File: config.mk
export PLATFORM = sky130hd
export DESIGN_NAME = htbd_out_reg
export DESIGN_NICKNAME = d
export VERILOG_FILES = /design/src/rtl/htbd_pkg.sv /design/src/rtl/htbd_out_reg.sv
export SDC_FILE = /design/constraint.sdc
export NUM_CORES = 1
export LEC_CHECK = 0
export ABC_AREA = 1
export BUFFER_PORTS_ARGS = -buffer_cell sky130_fd_sc_hd__buf_2
export CORE_AREA = 2 2 39 41
export DETAILED_ROUTE_END_ITERATION = 8
export DIE_AREA = 0 0 41 43
export GPL_TIMING_DRIVEN = 0
export SYNTH_ARGS = -nofsm -noshare
export SYNTH_HDL_FRONTEND = slang
export SYNTH_SLANG_ARGS = --single-unit
File: constraint.sdc
create_clock -name clk -period 1.66 [get_ports clk]
set_input_delay 0.332 -clock clk [delete_from_list [all_inputs] [get_ports clk]]
set_output_delay 0.332 -clock clk [all_outputs]
set_load 0.05 [all_outputs]
File: src/rtl/htbd_pkg.sv
// shared types and constants for the huffman tree bit decoder
package htbd_pkg;

	localparam int IDX_W          = 9;
	localparam int SYM_W          = 8;
	localparam int BYTE_W         = 8;
	localparam int CNT_W          = 4;
	localparam int NODE_COUNT_DEF = 512;

	// index widened so that any node count up to 1024 fits in a compare
	localparam int EXT_W = IDX_W + 2;

	localparam logic [CNT_W-1:0] LUB_RESET = CNT_W'(BYTE_W);

	localparam logic ACT_LOAD   = 1'b0;
	localparam logic ACT_DECODE = 1'b1;

	typedef struct packed {
		logic [SYM_W-1:0] symbol;
		logic             leaf;
		logic [IDX_W-1:0] right;
		logic [IDX_W-1:0] left;
	} node_t;

	typedef struct packed {
		logic             valid;
		logic [SYM_W-1:0] symbol;
		logic             last;
	} push_t;

endpackage

File: src/rtl/htbd_out_reg.sv
// output register holding one decoded symbol transaction
module htbd_out_reg import htbd_pkg::*; (
	input  logic             clk,
	input  logic             arst_n,
	input  push_t            push,
	output logic             out_free,
	output logic             out_valid,
	input  logic             out_stall,
	output logic [SYM_W-1:0] symbol,
	output logic             last_of_run
);

	logic             valid_q;
	logic [SYM_W-1:0] symbol_q;
	logic             last_q;

	assign out_free = !valid_q || !out_stall;

	always_ff @(posedge clk or negedge arst_n) begin
		if (!arst_n) begin
			valid_q <= 1'b0;
		end else if (push.valid) begin
			valid_q <= 1'b1;
		end else if (!out_stall) begin
			valid_q <= 1'b0;
		end
	end

	always_ff @(posedge clk) begin
		if (push.valid) begin
			symbol_q <= push.symbol;
			last_q   <= push.last;
		end
	end

	assign out_valid   = valid_q;
	assign symbol      = symbol_q;
	assign last_of_run = last_q;

endmodule

==> flow_summary.ini, run 1 <==
[global_routing]
antenna_found_initial = 0
grt_max_degree = 11
track_usage_pct = 8.77
grt_pass1_wl_um = 966
grt_pass1_vias = 241
grt_overflow_total = 0

[die]
die_x_um = 41
coreArea_sq_um = 1380
dieArea_sq_um = 1760
pin_count = 24
rows = 14
start_util_pct = 22.5
fp.dieH_um = 43

[clock_network]
cts_inserted_buffers = 3
cts_root_buf = clkbuf_4
clk_pin_slew_worst_paths_ps = 70
cts_num_sinks = 10
cts_buffer_depth = 2
cts_tree = built
ctsHtreeMaxLevel = 1
clk_latency_ps = 250

[synth]
synth_nets = 26
synth.distinct_cells = 4
ys_seq_area_share_pct = 94.8
synth_seq_cells = 10
synthesis.instances = 13
synth_warnings = 0
syn_area_sq_um = 312
avgSynthCellArea_sq_um = 24.0

[worst_setup_path]
crit_end = out_free
end_kind = primary output
arrival_ps = 980
startpoint_type = register
r2r-start = out_valid
rr_endpoint = out_valid
reg2reg_slack_ps = 1050
worstSetupPathType = register to primary output
required_ps = 1330
r2r_cells = 2
startpoint = out_valid
cp_max_fo = 2

[detailed_routing]
wl_per_cell_um = 11.4
drt.antenna.violating_nets = 0
first_pass_iters = 3
vias = 221
route.detailed.drc = 0
wl_um = 647
drt_iter0_markers = 3
viasPerCell = 3.88

[timing]
worst_pin_slew_ps = 260
relSlewSlack_pct = 82.8
fin_crit_ps = 1310
fin_tns_setup_ps = 0
maxSlewViolCount = 0
clock_skew_ps = 0
fmax_mhz = 763
setup_violations = 0
hold_viol = 0
whs_ps = 245
rsz0062_at_grt = false
post-route-period-util_pct = 79.0

[final_layout]
fin_util_pct = 34.9
n_antenna_cell = 0
final_cell_mix = buf_2, edfxtp_1, clkbuf_4
layout-drive-gt1-share_pct = 68.3
final_common_cell = buf_2
layout.nets = 55
syn2layout_area_growth_pct = 55.0
fillers = 143

[flow_run]
maxCapViolations = 0

[pwr]
p_per_area_nw_per_um2 = 1210
p_leak_nw = 0.219
ir_drop_v = 0.000385
p_total_w = 0.000587

[worst_hold_path]
worstHoldPathCells = 1
hp-class = input pin to register

[placed_design]
numPortBuffers = 23
routabilityCongestion = 0.608

[run_status]
status = finished clean
[where the power goes]
part,internal (W),total (W),switching (W)
registers,0.000296,0.000301,0.00000470
logic,0.0000264,0.000118,0.0000915
clock network,0.0000925,0.000168,0.0000756
[worst min path at each step]
stage	startpoint	end
2_1_floorplan	arst_n	out_valid
3_3_place_gp	arst_n	out_valid
3_5_place_dp	arst_n	out_valid
4_1_cts	push[1]	symbol[0]
5_1_grt	push[1]	symbol[0]
6_report	push[1]	symbol[0]
[layout make-up]
cell class                 count  area (sq um)  area share [%]
sequential                    10           295            61.1
inverter                       1          3.75           0.777
clock buffer                   4          26.3            5.44
multi-input combinational      2          12.5            2.59
timing repair buffer          24           125            25.9
tap                           16          20.0            4.15
[synthesized netlist by cell type]
cell type,count,share of area (%)
edfxtp_1,9,87
nand2_2,2,4.0
dfrtp_1,1,8.0
inv_1,1,1.2
[per-layer routing]
| layer | share of wire [%] | global-route usage [%] |
|---|---|---|
| met3 | 20 | 3.66 |
| met1 | 37 | 9.46 |
| met4 | 1.2 | 8.00 |
| met5 | 0 | 0 |
| met2 | 41 | 12.2 |
[registers in the layout (all words and copies together), names as in the netlist]
signal,cells
symbol,8
last_of_run,1
out_valid,1
[worst max-delay path, cell delays in order, from the launching register on]
cell	delay, ps
dfrtp_1	390
nand2_2	80
buf_2	260
[per-stage QoR]
step,cell area [sq um],setup WS (ps),instances
2_1_floorplan,312,405,13
3_3_place_gp,447,574,52
3_5_place_dp,447,564,52
4_1_cts,483,335,57
5_1_grt,483,319,57
6_report,483,349,57
[kinds of logic (layout without fill, tap and decap cells)]
| group | after synthesis | after routing | share of synthesized area, % |
|---|---|---|---|
| DFF | 10 | 10 | 94.8 |
| and+or+nand+nor | 2 | 2 | 4.02 |
| buffers and inverters | 1 | 29 | 1.20 |
[repair_timing]
| item | in CTS | in global routing |
|---|---|---|
| setup buffers | 0 | 0 |
| resized for setup | 0 | 0 |
| hold buffers | 1 | 0 |
| hold endpoints to repair | 1 | 0 |
(Power assumes the default switching activity.)
==> run 2, diff against run 1 <==
--- a/config.mk
+++ b/config.mk
@@ -5,7 +5,7 @@
 export SDC_FILE = /design/constraint.sdc
 export NUM_CORES = 1
 export LEC_CHECK = 0
-export ABC_AREA = 1
+export ABC_AREA = 0
 export BUFFER_PORTS_ARGS = -buffer_cell sky130_fd_sc_hd__buf_2
 export CORE_AREA = 2 2 39 41
 export DETAILED_ROUTE_END_ITERATION = 8
==> constraint.sdc (replaced) <==
create_clock -name clk -period 1.1 [get_ports clk]
set_input_delay 0.22 -clock clk [delete_from_list [all_inputs] [get_ports clk]]
set_output_delay 0.22 -clock clk [all_outputs]
set_load 0.05 [all_outputs]
==> run 2 against run 1 <==
Against the previous run: the flow now finishes with violations (setup timing); global-route usage fell by 0.20 points; first-iteration DRC count unchanged; non-clock buffer count unchanged; sequential cell count did not move; clock skew stayed put; sequential power up 51%; sequential share of layout area fell by 1.9 points; worst hold slack got worse by 110 ps; final cell count down 1.8%; critical endpoint unchanged; largest cell class unchanged.
==> flow_summary.ini, run 2 <==
[placed_design]
post_dp_cell_area_sq_um = 445
dp_hpwl_um = 458
place_ws_ps = 186
numPortBuffers = 23
routabilityCongestion = 0.543

[clock_network]
cts_setup_buffers = 0
cts_buffer_depth = 2
ctsHtreeMaxLevel = 1
clk_latency_ps = 250
cts_num_sinks = 10
cts_root_buf = clkbuf_4
clk_pin_slew_worst_paths_ps = 60
cts_tree = built
cts_inserted_buffers = 3

[die]
rows = 14
fp.dieH_um = 43
dieArea_sq_um = 1760
coreArea_sq_um = 1380
start_util_pct = 22.2
die_x_um = 41
pin_count = 24

[synth]
synth_edf_count = 9
avgSynthCellArea_sq_um = 25.5
ys.flop_type = edfxtp_1
synthesis.instances = 12
synth_nets = 25
yosysMostFrequentCell = edfxtp_1
syn_area_sq_um = 307
synth_seq_cells = 10
synth.distinct_cells = 4
async_flop_share_pct = 10.0
synth_warnings = 0
synth_top_area_share_pct = 88.2
ys_top_cells_by_area = edfxtp_1, dfrtp_1, a21o_1, nand2_1
synthTopCellsByCount = edfxtp_1, a21o_1, dfrtp_1, nand2_1
yosysTopAreaCell = edfxtp_1
ys_seq_area_share_pct = 96.3

[final_layout]
largest_reg_flops = 8
final_common_cell = buf_2
syn2layout_area_growth_pct = 63.3
layout.nets = 54
layout-drive-gt1-share_pct = 70.0
n_antenna_cell = 0
final_cell_mix = buf_2, edfxtp_1, buf_4
design_area_sq_um = 500

[detailed_routing]
wl_um = 599
wl_per_cell_um = 10.7
dr_wl_met2_um = 271
vias = 217
first_pass_iters = 4
drt_iter0_markers = 3
highest_layer = met3
routedLengthMet1_um = 244
drt.antenna.violating_nets = 0
viasPerCell = 3.88
route.detailed.drc = 0
met3_length_um = 83

[global_routing]
grt_pass1_vias = 215
grt_overflow_total = 0
grt_max_degree = 11
grt_pass1_wl_um = 869
antenna_found_initial = 0
track_usage_pct = 8.57

[timing]
clock_skew_ps = 0
whs_ps = 136
hold_viol = 0
maxSlewViolCount = 0
setup_violations = 1
rsz0062_at_grt = true
fin_crit_ps = 1110
relSlewSlack_pct = 83.4
post-route-period-util_pct = 101
worst_pin_slew_ps = 251
fmax_mhz = 902
final.setup.worst_slack_ps = -8.62

[worst_setup_path]
arrival_ps = 890
startpoint_type = register
cp_max_fo = 3
required_ps = 880
worstSetupPathType = register to primary output
end_kind = primary output

[pwr]
p_per_area_nw_per_um2 = 1790
ir_drop_v = 0.000509
p_leak_nw = 0.222

[worst_hold_path]
hp-class = input pin to register

[flow_run]
maxCapViolations = 0

[run_status]
violations = setup timing
status = finished, violations left
[run 2: cell count changes after synthesis]
cell / previous run / this run
nand2_2: 2 / 0
nand2_1: 0 / 1
a21o_1: 0 / 1
inv_1: 1 / 0
[run 2: per-layer routing]
metal,vias to the layer above,track usage [%]
met5,-,0
li1,101,-
met1,95,8.47
met4,0,6.00
met3,0,7.85
met2,21,10.9
[run 2: final timing paths]
kind	startpoint	to	slack [ps]	cells after the start
max	out_valid	out_free	-9	2
min	push[6]	symbol[5]	140	1
max reg2reg	out_valid	out_valid	420	1
min reg2reg	out_valid	out_valid	510	1
max in group asynchronous	arst_n	out_valid	740	2
min in group asynchronous	arst_n	out_valid	260	2
[run 2: cell families (layout without fill, tap and decap cells)]
logic type / Yosys count / in the layout / share of synthesized area, %
flip-flops: 10 / 10 / 96.3
AND/OR/NAND/NOR: 1 / 1 / 1.22
AO/OA/AOI/OAI: 1 / 1 / 2.45
buffers and inverters: 0 / 28 / 0
[run 2: per-stage QoR]
step                instances  power (W)  util (%)  setup TNS (ps)
floorplan                  12   0.000582         -               0
global placement           51   0.000636      32.2               0
detailed placement         51   0.000637      32.2               0
CTS                        56   0.000909      35.4           -28.1
global route               56   0.000949      36.2           -78.7
finish                     56   0.000898      36.2           -8.62
[run 2: cell type report]
cell class	count	area, sq um
fill	144	883
sequential	10	297
timing repair buffer	24	144
clock buffer	4	26.3
tap	16	20.0
multi-input combinational	2	13.8
[run 2: report_power, final]
part / internal (W) / switching, W
logic: 0.0000514 / 0.000136
clock network: 0.000140 / 0.000115
registers: 0.000447 / 0.00000812
[run 2: what timing repair did]
item,in CTS,in global routing
resized for setup,3,8
hold buffers,1,0
endpoints found under the hold margin,1,0
setup endpoints to repair,2,6
cloned,0,0
[run 2: critical path, cell delays in order, from the launching register on]
cell and delay (ps):
dfrtp_2 420, nand2_2 70, buf_6 150
