--- src/rtl/htbd_pkg.sv ---
// shared types and constants for the huffman tree bit decoder
package htbd_pkg;

	localparam int IDX_W          = 9;
	localparam int SYM_W          = 8;
	localparam int BYTE_W         = 8;
	localparam int CNT_W          = 4;
	localparam int NODE_COUNT_DEF = 512;

	// index widened so that any node count up to 1024 fits in a compare
	localparam int EXT_W = IDX_W + 2;

	localparam logic [CNT_W-1:0] LUB_RESET = CNT_W'(BYTE_W);

	localparam logic ACT_LOAD   = 1'b0;
	localparam logic ACT_DECODE = 1'b1;

	typedef struct packed {
		logic [SYM_W-1:0] symbol;
		logic             leaf;
		logic [IDX_W-1:0] right;
		logic [IDX_W-1:0] left;
	} node_t;

	typedef struct packed {
		logic             valid;
		logic [SYM_W-1:0] symbol;
		logic             last;
	} push_t;

endpackage

--- src/rtl/htbd_walker.sv ---
// input side, bit shift register and tree walk control
module htbd_walker import htbd_pkg::*; #(
	parameter int NODE_COUNT = NODE_COUNT_DEF,
	localparam int ADDR_W = $clog2(NODE_COUNT)
) (
	input  logic              clk,
	input  logic              arst_n,
	input  logic              in_valid,
	output logic              in_stall,
	input  logic              action,
	input  logic [IDX_W-1:0]  node_index,
	input  logic [IDX_W-1:0]  left_child,
	input  logic [IDX_W-1:0]  right_child,
	input  logic              is_leaf,
	input  logic [SYM_W-1:0]  leaf_symbol,
	input  logic [BYTE_W-1:0] data_byte,
	input  logic              final_byte,
	input  logic              cfg_wr_en,
	input  logic [CNT_W-1:0]  cfg_wr_data,
	output logic              mem_wr_en,
	output logic [ADDR_W-1:0] mem_wr_addr,
	output node_t             mem_wr_data,
	output logic              mem_rd_en,
	output logic [ADDR_W-1:0] mem_rd_addr,
	input  node_t             mem_rd_data,
	output push_t             push,
	input  logic              out_free
);

	function automatic logic in_range(input logic [IDX_W-1:0] idx);
		return {2'b00, idx} < EXT_W'(NODE_COUNT);
	endfunction

	function automatic logic [ADDR_W-1:0] to_addr(input logic [IDX_W-1:0] idx);
		logic [EXT_W-1:0] ext;
		ext = {2'b00, idx};
		return ext[ADDR_W-1:0];
	endfunction

	logic              busy_q, pend_v_q, sym_v_q, fin_q;
	logic [CNT_W-1:0]  bits_left_q, lub_q, first_bits;
	logic [BYTE_W-1:0] shift_q;
	logic [IDX_W-1:0]  pend_idx_q, cur_idx_q, eff_idx, next_idx;
	node_t             cur_entry_q, root_q, eff_entry, new_node;
	logic [SYM_W-1:0]  sym_q;
	logic              accept, load_ok, leaf_hit, push_mid, at_end, push_end;
	logic              step_ok, next_ok, issue;

	assign in_stall = busy_q;
	assign accept   = in_valid && !busy_q;
	assign load_ok  = accept && action == ACT_LOAD && in_range(node_index);

	assign new_node = '{symbol: leaf_symbol, leaf: is_leaf, right: right_child,
		left: left_child};

	assign mem_wr_en   = load_ok;
	assign mem_wr_addr = to_addr(node_index);
	assign mem_wr_data = new_node;

	assign first_bits = final_byte ? ((lub_q > CNT_W'(BYTE_W)) ? CNT_W'(BYTE_W) : lub_q)
		: CNT_W'(BYTE_W);

	// a leaf returned by the pending node table read sends the walk back to the root
	assign leaf_hit = pend_v_q && mem_rd_data.leaf;
	assign push_mid = leaf_hit && sym_v_q;
	assign at_end   = !pend_v_q && bits_left_q == '0;
	assign push_end = at_end && sym_v_q;
	assign step_ok  = busy_q && (!(push_mid || push_end) || out_free);

	always_comb begin
		if (pend_v_q) begin
			if (mem_rd_data.leaf) begin
				eff_entry = root_q;
				eff_idx   = '0;
			end else begin
				eff_entry = mem_rd_data;
				eff_idx   = pend_idx_q;
			end
		end else begin
			eff_entry = cur_entry_q;
			eff_idx   = cur_idx_q;
		end
	end

	assign next_idx    = shift_q[0] ? eff_entry.right : eff_entry.left;
	assign next_ok     = in_range(next_idx);
	assign issue       = step_ok && bits_left_q != '0;
	assign mem_rd_en   = issue && next_ok;
	assign mem_rd_addr = to_addr(next_idx);

	// symbol is held back one leaf so the last of the byte can be flagged
	assign push.valid  = step_ok && (push_mid || push_end);
	assign push.symbol = sym_q;
	assign push.last   = push_end;

	always_ff @(posedge clk or negedge arst_n) begin
		if (!arst_n) begin
			busy_q      <= 1'b0;
			pend_v_q    <= 1'b0;
			sym_v_q     <= 1'b0;
			bits_left_q <= '0;
			lub_q       <= LUB_RESET;
			cur_idx_q   <= '0;
		end else begin
			if (cfg_wr_en) begin
				lub_q <= cfg_wr_data;
			end
			if (accept && action == ACT_DECODE) begin
				busy_q      <= 1'b1;
				bits_left_q <= first_bits;
			end
			if (step_ok) begin
				if (leaf_hit) begin
					sym_v_q <= 1'b1;
				end
				if (bits_left_q != '0) begin
					bits_left_q <= bits_left_q - 1'b1;
					pend_v_q    <= next_ok;
					cur_idx_q   <= next_ok ? eff_idx : '0;
				end else if (pend_v_q) begin
					pend_v_q  <= 1'b0;
					cur_idx_q <= eff_idx;
				end else begin
					sym_v_q <= 1'b0;
					busy_q  <= 1'b0;
					if (fin_q) begin
						cur_idx_q <= '0;
					end
				end
			end
		end
	end

	always_ff @(posedge clk) begin
		if (accept && action == ACT_DECODE) begin
			shift_q <= data_byte;
			fin_q   <= final_byte;
		end
		// keep cached copies coherent with the table
		if (load_ok) begin
			if (node_index == cur_idx_q) begin
				cur_entry_q <= new_node;
			end
			if (node_index == '0) begin
				root_q <= new_node;
			end
		end
		if (step_ok) begin
			if (leaf_hit) begin
				sym_q <= mem_rd_data.symbol;
			end
			if (bits_left_q != '0) begin
				shift_q    <= shift_q >> 1;
				pend_idx_q <= next_idx;
				cur_entry_q <= next_ok ? eff_entry : root_q;
			end else if (pend_v_q) begin
				cur_entry_q <= eff_entry;
			end else if (fin_q) begin
				cur_entry_q <= root_q;
			end
		end
	end

	a_bits_bound: assert property (@(posedge clk) disable iff (!arst_n)
		bits_left_q <= CNT_W'(BYTE_W))
		else $error("bit count beyond a byte");

	a_pend_busy: assert property (@(posedge clk) disable iff (!arst_n)
		(pend_v_q || sym_v_q) |-> busy_q)
		else $error("walk state left over while idle");

	a_no_rw_clash: assert property (@(posedge clk) disable iff (!arst_n)
		!(mem_wr_en && mem_rd_en))
		else $error("node table written during a walk");

	a_push_room: assert property (@(posedge clk) disable iff (!arst_n)
		push.valid |-> out_free)
		else $error("symbol pushed into a full output register");

	a_done_flag: assert property (@(posedge clk) disable iff (!arst_n)
		(busy_q && at_end && step_ok) |=> !busy_q)
		else $error("walk did not finish after the last bit");

endmodule

--- config.mk ---
export PLATFORM = sky130hd
export DESIGN_NAME = htbd_walker
export DESIGN_NICKNAME = d
export VERILOG_FILES = /design/src/rtl/htbd_pkg.sv /design/src/rtl/htbd_walker.sv
export SDC_FILE = /design/constraint.sdc
export NUM_CORES = 1
export LEC_CHECK = 0
export ABC_AREA = 1
export BUFFER_PORTS_ARGS = -buffer_cell sky130_fd_sc_hd__buf_2
export CAP_MARGIN = 20
export CORE_MARGIN = 2
export CORE_UTILIZATION = 40
export CTS_CLUSTER_DIAMETER = 80
export DETAILED_ROUTE_END_ITERATION = 12
export MAX_ROUTING_LAYER = met4
export PLACE_DENSITY = 0.74
export SLEW_MARGIN = 20
export SYNTH_ARGS = -nofsm -noshare
export SYNTH_HDL_FRONTEND = slang
export SYNTH_SLANG_ARGS = --single-unit
--- constraint.sdc ---
create_clock -name clk -period 3.1 [get_ports clk]
set_input_delay 0.62 -clock clk [delete_from_list [all_inputs] [get_ports clk]]
set_output_delay 0.62 -clock clk [all_outputs]
set_load 0.005 [all_outputs]
==> results_dict.tcl, run 1 <==
set metrics [dict create \
    r2r_end "bits_left_q[3]" \
    grt_max_degree 40 \
    synth_fp_nets 726 \
    setup_viol 0 \
    coreArea_sq_um 11860 \
    num_vias 4457 \
    drc 0 \
    post-place-cells 853 \
    grt_pass1_wl_um 20470 \
    syn_area_per_cell_sq_um 7.496 \
    cts_tree "done" \
    wirelength_um 12590 \
    first_pass_iters 5 \
    cts-root-buf "clkbuf_16" \
    tns_ns 0 \
    first_iter_violations 437 \
    clock.fmax_mhz 361.0 \
    gp_congestion 0.9241 \
    critPathArrivalTime_ns 2.15 \
    switching_power_uw 2030 \
    fin_crit_sh_pct 89.36 \
    p_int_uw 2868 \
    synth.top_cell.area_share_pct 22.46 \
    final_cell_count_no_fill 869 \
    route.met3.wl_um 821 \
    r2r_slack_ns 0.82 \
    outcome "complete, no violations" \
    finClkSkew_ns 0.003735 \
    synth_area_sq_um 4812 \
    cts_setup_buffers 0 \
    drt-met1-wl_um 5633 \
    initial_core_util_pct 40.57 \
    row_count 40 \
    pwr-share-seq_pct 36.3 \
    syn_inst 642 \
    start_kind "primary input" \
    final_cell_mix "nand2_1, buf_2, nand3_1, nor2_1, inv_1" \
    yosys.area.top_type "edfxtp_1" \
    area_growth_pct 14.82 \
    finalHoldViolations 0 \
    p_clk_share_pct 19.6 \
    synth_flop_cell "edfxtp_1" \
    period_needed_ns 2.770 \
    slew_headroom_pct 51.97 \
    overflow 0 \
    seq_area_frac_synth_pct 43.71 \
    avgRoutedWirePerCell_um 14.49 \
    tightest_slew_ns 0.7195 \
    die_w_um 113.7 \
    via_per_inst 5.129 \
    crit_type "primary input to output pin" \
    ys_async_sr_fraction_pct 24.39 \
    cp_slowest_stage_delay_ns 0.47 \
    min_path_type "primary input to asynchronous set/reset pin" \
    comb_power_share_pct 44.1 \
    area.sequential_sq_um 2103 \
    routed.top_layer "met4" \
    leakage_uw 0.002655 \
    n_fill_cell 1158 \
    cts_made_buffers 9 \
    clock-sinks 82 \
    cp_slowest_cell "clkinv_1" \
    cp_cell_sequence "buf_2, clkinv_1, o21ai_0, a21oi_1, a21oi_1, inv_1, buf_2" \
    final_common_cell "nand2_1" \
    synth-seq-cells 82 \
    nets 801 \
    die-area_sq_um 12920 \
    power_density_nw_per_um2 886.5 \
    synth_edf_count 36 \
    cp_max_fo 19 \
    post-dp-hpwl_um 9095 \
    critPathRequiredTime_ns 2.48 \
    cp-end-kind "output pin" \
    ios 140 \
    cts_resized 0 \
    cp-endpoint "mem_rd_addr[0]" \
    htree_levels 3 \
    drive_gt1_share_pct 22.85 \
    synth_cell_types 33 \
    synth_area_leaders "edfxtp_1, nand2_1, dfxtp_1" \
    clk_pin_slew_worst_paths_ns 0.06 \
    timing.critical_path.from "mem_rd_data[18]" \
    rr_startpoint "bits_left_q[0]" \
    port_buffers 121 \
    antenna_left 0 \
    antennaDiodeCount 0 \
    grt_pass1_vias 4065 \
    die_h_um 113.7 \
    clk_latency_ns 0.34 \
    cts_hold_buffers 0 \
    grt_setup_unrepaired "no" \
    antenna_found_initial 0 \
    yosysWarnings 0 \
    cap_violations 0 \
    r2r_cells 13 \
    cts_buffer_depth 2 \
    peakVddDrop_v 0.0002940 \
    drv_slew 0 \
    dr_wl_met2_um 5706 \
    grt_usage_pct 20.96 \
    swShare_pct 41.44 \
    multi_input_area_sq_um 2096 \
]
-- metrics by stage --
stage                     hold WS (ns)  utilization, %  cell area (sq um)  setup slack [ns]  total power [uW]
after floorplan                 0.3244               -               4812            0.6113              3338
after global placement          0.4353           44.37               5263            0.4220              3906
after detailed placement        0.4369           44.37               5263            0.3439              3936
after CTS                       0.2282           46.58               5525            0.3475              4900
after global routing            0.2500           46.58               5525            0.1051              5331
final                           0.2179           46.58               5525            0.3298              4898
-- cell type report --
cell class | count | share of cell area, %
multi-input cells | 443 | 37.93
clock inverters | 6 | 0.6114
well taps | 147 | 3.329
repair buffers | 134 | 12.73
inverters | 47 | 3.193
flip-flops and latches | 82 | 38.07
clock buffers | 10 | 4.144
-- worst max-delay path, delay by kind of cell --
kind	cells	cell delay (ns)
compound gates	3	0.66
buf+inv	4	0.86
-- power groups by stage --
stage	clock network, uW	registers [uW]	logic, uW
after floorplan	0	1700	1640
after global placement	0	1790	2120
after detailed placement	0	1790	2140
after CTS	975	1770	2150
after global routing	1030	1820	2490
final	962	1780	2160
-- worst min path at each step --
stage,start,end,slack [ns]
after global routing,arst_n,lub_q[1],0.25
after floorplan,arst_n,bits_left_q[0],0.32
after detailed placement,shift_q[3],shift_q[2],0.44
after CTS,arst_n,pend_v_q,0.23
final,arst_n,pend_v_q,0.22
after global placement,shift_q[4],shift_q[3],0.44
-- per-layer routing --
| metal | GRT usage [%] | vias to the layer above |
|---|---|---|
| met5 | - | - |
| met4 | 10.08 | 0 |
| met3 | 3.082 | 28 |
| met2 | 32.02 | 204 |
| met1 | 27.54 | 1983 |
| li1 | - | 2242 |
-- flip-flops by register name, indices dropped and copies added, names as in the netlist --
name	flops
cur_entry_q	18
root_q	18
cur_idx_q	9
pend_idx_q	9
shift_q	8
sym_q	8
bits_left_q	4
lub_q	4
fin_q	1
in_stall	1
pend_v_q	1
sym_v_q	1
-- cell usage after synthesis, types with 4 or more instances --
library cell,instances
nand3_1,76
nor2_4,4
o2111ai_1,18
nor2_1,70
dfxtp_1,26
a21oi_1,18
edfxtp_1,36
nand2_1,180
nand4_1,4
o31ai_1,7
dfrtp_1,19
o21ai_1,9
inv_2,4
buf_4,42
buf_2,11
clkbuf_1,14
inv_1,42
o21ai_0,40
-- logic make-up (layout without fill, tap and decap cells) --
kind of cell / Yosys count / count (layout) / synth area share, %
buffers and inverters: 117 / 197 / 12.84
xor gates and xnor gates: 4 / 4 / 0.7282
and+or+nand+nor: 341 / 341 / 29.98
adders and majority gates: 2 / 2 / 0.5199
AOI/OAI and AO/OA: 95 / 95 / 11.99
DFF: 82 / 82 / 43.71
muxes: 1 / 1 / 0.2340
No activity file was read; power rests on OpenSTA's default activity.
==> inputs of run 2 (changes only) <==
--- a/config.mk
+++ b/config.mk
@@ -6,14 +6,14 @@
 export NUM_CORES = 1
 export LEC_CHECK = 0
 export ABC_AREA = 1
-export BUFFER_PORTS_ARGS = -buffer_cell sky130_fd_sc_hd__buf_2
 export CAP_MARGIN = 20
 export CORE_MARGIN = 2
 export CORE_UTILIZATION = 40
 export CTS_CLUSTER_DIAMETER = 80
 export DETAILED_ROUTE_END_ITERATION = 12
+export DONT_BUFFER_PORTS = 1
 export MAX_ROUTING_LAYER = met4
-export PLACE_DENSITY = 0.74
+export PLACE_DENSITY = 0.64
 export SLEW_MARGIN = 20
 export SYNTH_ARGS = -nofsm -noshare
 export SYNTH_HDL_FRONTEND = slang
==> run 2 against run 1 <==
- clock skew increased by 0.0024 ns
- sequential power about the same
- global-route usage increased by 0.77 points
- highest routed layer unchanged
- via count decreased by 7.3%
- cell area decreased by 10%
- combinational power decreased by 6%
- utilization decreased by 4.8 points
- first-iteration DRC count decreased by 8.2%
- cell count decreased by 14%
- critical path depth increased by 5
- sequential share of layout area increased by 4.4 points
- register-to-register slack got worse by 0.11 ns
- largest cell class unchanged
==> results_dict.tcl, run 2 (same netlist as run 1, synthesis figures left out) <==
set metrics [dict create \
    outcome "complete, no violations" \
    area.sequential_sq_um 2103 \
    grt_usage_pct 21.73 \
    cp_top_family "simple AND/OR/NAND/NOR gates" \
    drc 0 \
    slew_headroom_pct 42.24 \
    rr_startpoint "bits_left_q[0]" \
    peakVddDrop_v 0.0003475 \
    first_pass_iters 5 \
    critPathArrivalTime_ns 2.06 \
    htree_levels 3 \
    multi_input_area_sq_um 2096 \
    die_h_um 113.7 \
    min_path_type "primary input to asynchronous set/reset pin" \
    crit_type "flip-flop to output pin" \
    r2r_cells 14 \
    grt_pass1_wl_um 21000 \
    tns_ns 0 \
    row_count 40 \
    grt_max_degree 40 \
    r2r_slack_ns 0.71 \
    drv_slew 0 \
    cp_slowest_cell "dfrtp_1" \
    r2r_end "cur_idx_q[4]" \
    clk_pin_slew_worst_paths_ns 0.06 \
    port_buffers 0 \
    period_needed_ns 2.679 \
    final_cell_mix "nand2_1, nand3_1, nor2_1, inv_1, o21ai_0" \
    cts-root-buf "clkbuf_16" \
    n_fill_cell 1191 \
    grt_pass1_vias 3983 \
    critPathRequiredTime_ns 2.48 \
    coreArea_sq_um 11860 \
    post-place-cells 732 \
    cp_slowest_stage_delay_ns 0.38 \
    fin_crit_sh_pct 86.41 \
    leakage_uw 0.002189 \
    antenna_left 0 \
    finClkSkew_ns 0.006098 \
    p_total_uw 4861 \
    setup_viol 0 \
    final_area_sq_um 4957 \
    avgRoutedWirePerCell_um 17.61 \
    clk_latency_ns 0.34 \
    nets 681 \
    gp_congestion 0.8024 \
    cpMostUsedCell "inv_1" \
    largestRegisters "cur_entry_q (18), root_q (18)" \
    clock.fmax_mhz 373.3 \
    grt_setup_unrepaired "no" \
    final_common_cell "nand2_1" \
    tightest_slew_ns 0.8636 \
    cap_violations 0 \
    initial_core_util_pct 40.57 \
    ios 140 \
    cp_max_fo 21 \
    cts_tree "done" \
    overflow 0 \
    post-dp-hpwl_um 9225 \
    cts_made_buffers 9 \
    die_w_um 113.7 \
    place_area_sq_um 4657 \
    antenna_found_initial 1 \
    wirelength_um 13210 \
    clock-sinks 82 \
    num_vias 4133 \
    cp-end-kind "output pin" \
    area_growth_pct 3.016 \
    crit_buf_inv 4 \
    cp_cell_sequence "inv_1, ha_1, nand2_1, nor2_4, nand2_2, nand2_1, nand3_2, buf_4, nand2_2, inv_1, nand3_1, inv_1" \
    power_density_nw_per_um2 980.6 \
    start_kind "flip-flop" \
    finalHoldViolations 0 \
    first_iter_violations 401 \
    die-area_sq_um 12920 \
    cts_buffer_depth 2 \
    via_per_inst 5.511 \
    drive_gt1_share_pct 7.143 \
    final_cell_count_no_fill 750 \
]
[run 2: how the worst max path moves through the flow]
stage / start / to / slack (ns) / cells past startpoint
after floorplan: action / root_q[0] / 0.61 / 3
after global placement: bits_left_q[0] / cur_idx_q[3] / 0.83 / 14
after detailed placement: bits_left_q[0] / cur_idx_q[4] / 0.74 / 14
after CTS: bits_left_q[0] / push[9] / 0.39 / 12
after global routing: bits_left_q[0] / push[9] / 0.22 / 12
final: bits_left_q[0] / push[9] / 0.42 / 12
[run 2: through the flow]
stage / util, % / hold WS, ns / setup slack, ns
global placement: 39.26 / 0.3251 / 0.8319
detailed placement: 39.26 / 0.3251 / 0.7429
CTS: 41.77 / 0.1117 / 0.3948
global route: 41.79 / 0.1054 / 0.2161
finish: 41.79 / 0.1243 / 0.4213
floorplan: - / 0.3244 / 0.6113
[run 2: routing by layer]
| layer | share of wire (%) | wire [um] | vias to the layer above | global-route usage (%) |
|---|---|---|---|---|
| met4 | 1.5 | 204 | 0 | 7.480 |
| met2 | 50 | 6626 | 186 | 35.93 |
| met5 | 0 | 0 | - | - |
| li1 | - | - | 2009 | - |
| met3 | 9.0 | 1183 | 20 | 5.526 |
| met1 | 39 | 5197 | 1918 | 25.97 |
[run 2: worst register-to-register path: cells and delay by family, from the launching register on]
family	cells	cell delay, ns
adders and majority gates	1	0.19
buffers and inverters	4	0.72
DFF	1	0.38
AOI/OAI and AO/OA	1	0.36
and+or+nand+nor	8	0.61
[run 2: area by class of cell]
class | count | area share (%)
clock inverter | 5 | 1.111
timing repair buffer | 14 | 2.171
antenna | 1 | 0.05048
multi-input combinational | 443 | 42.28
inverter | 47 | 3.559
clock buffer | 11 | 4.695
tap | 147 | 3.710
sequential | 82 | 42.43
[run 2: power by group]
part	internal, uW	switching (uW)	total (uW)
combinational	667	1350	2020
clock	622	430	1050
sequential	1540	248	1790
total	2830	2030	4860
[run 2: repair_timing]
item                       in CTS  in global routing
setup endpoints to repair       0                  0
hold buffers                    1                  0
resized for setup               0                  0
hold endpoints to repair       19                  0
buffers inserted                0                  0
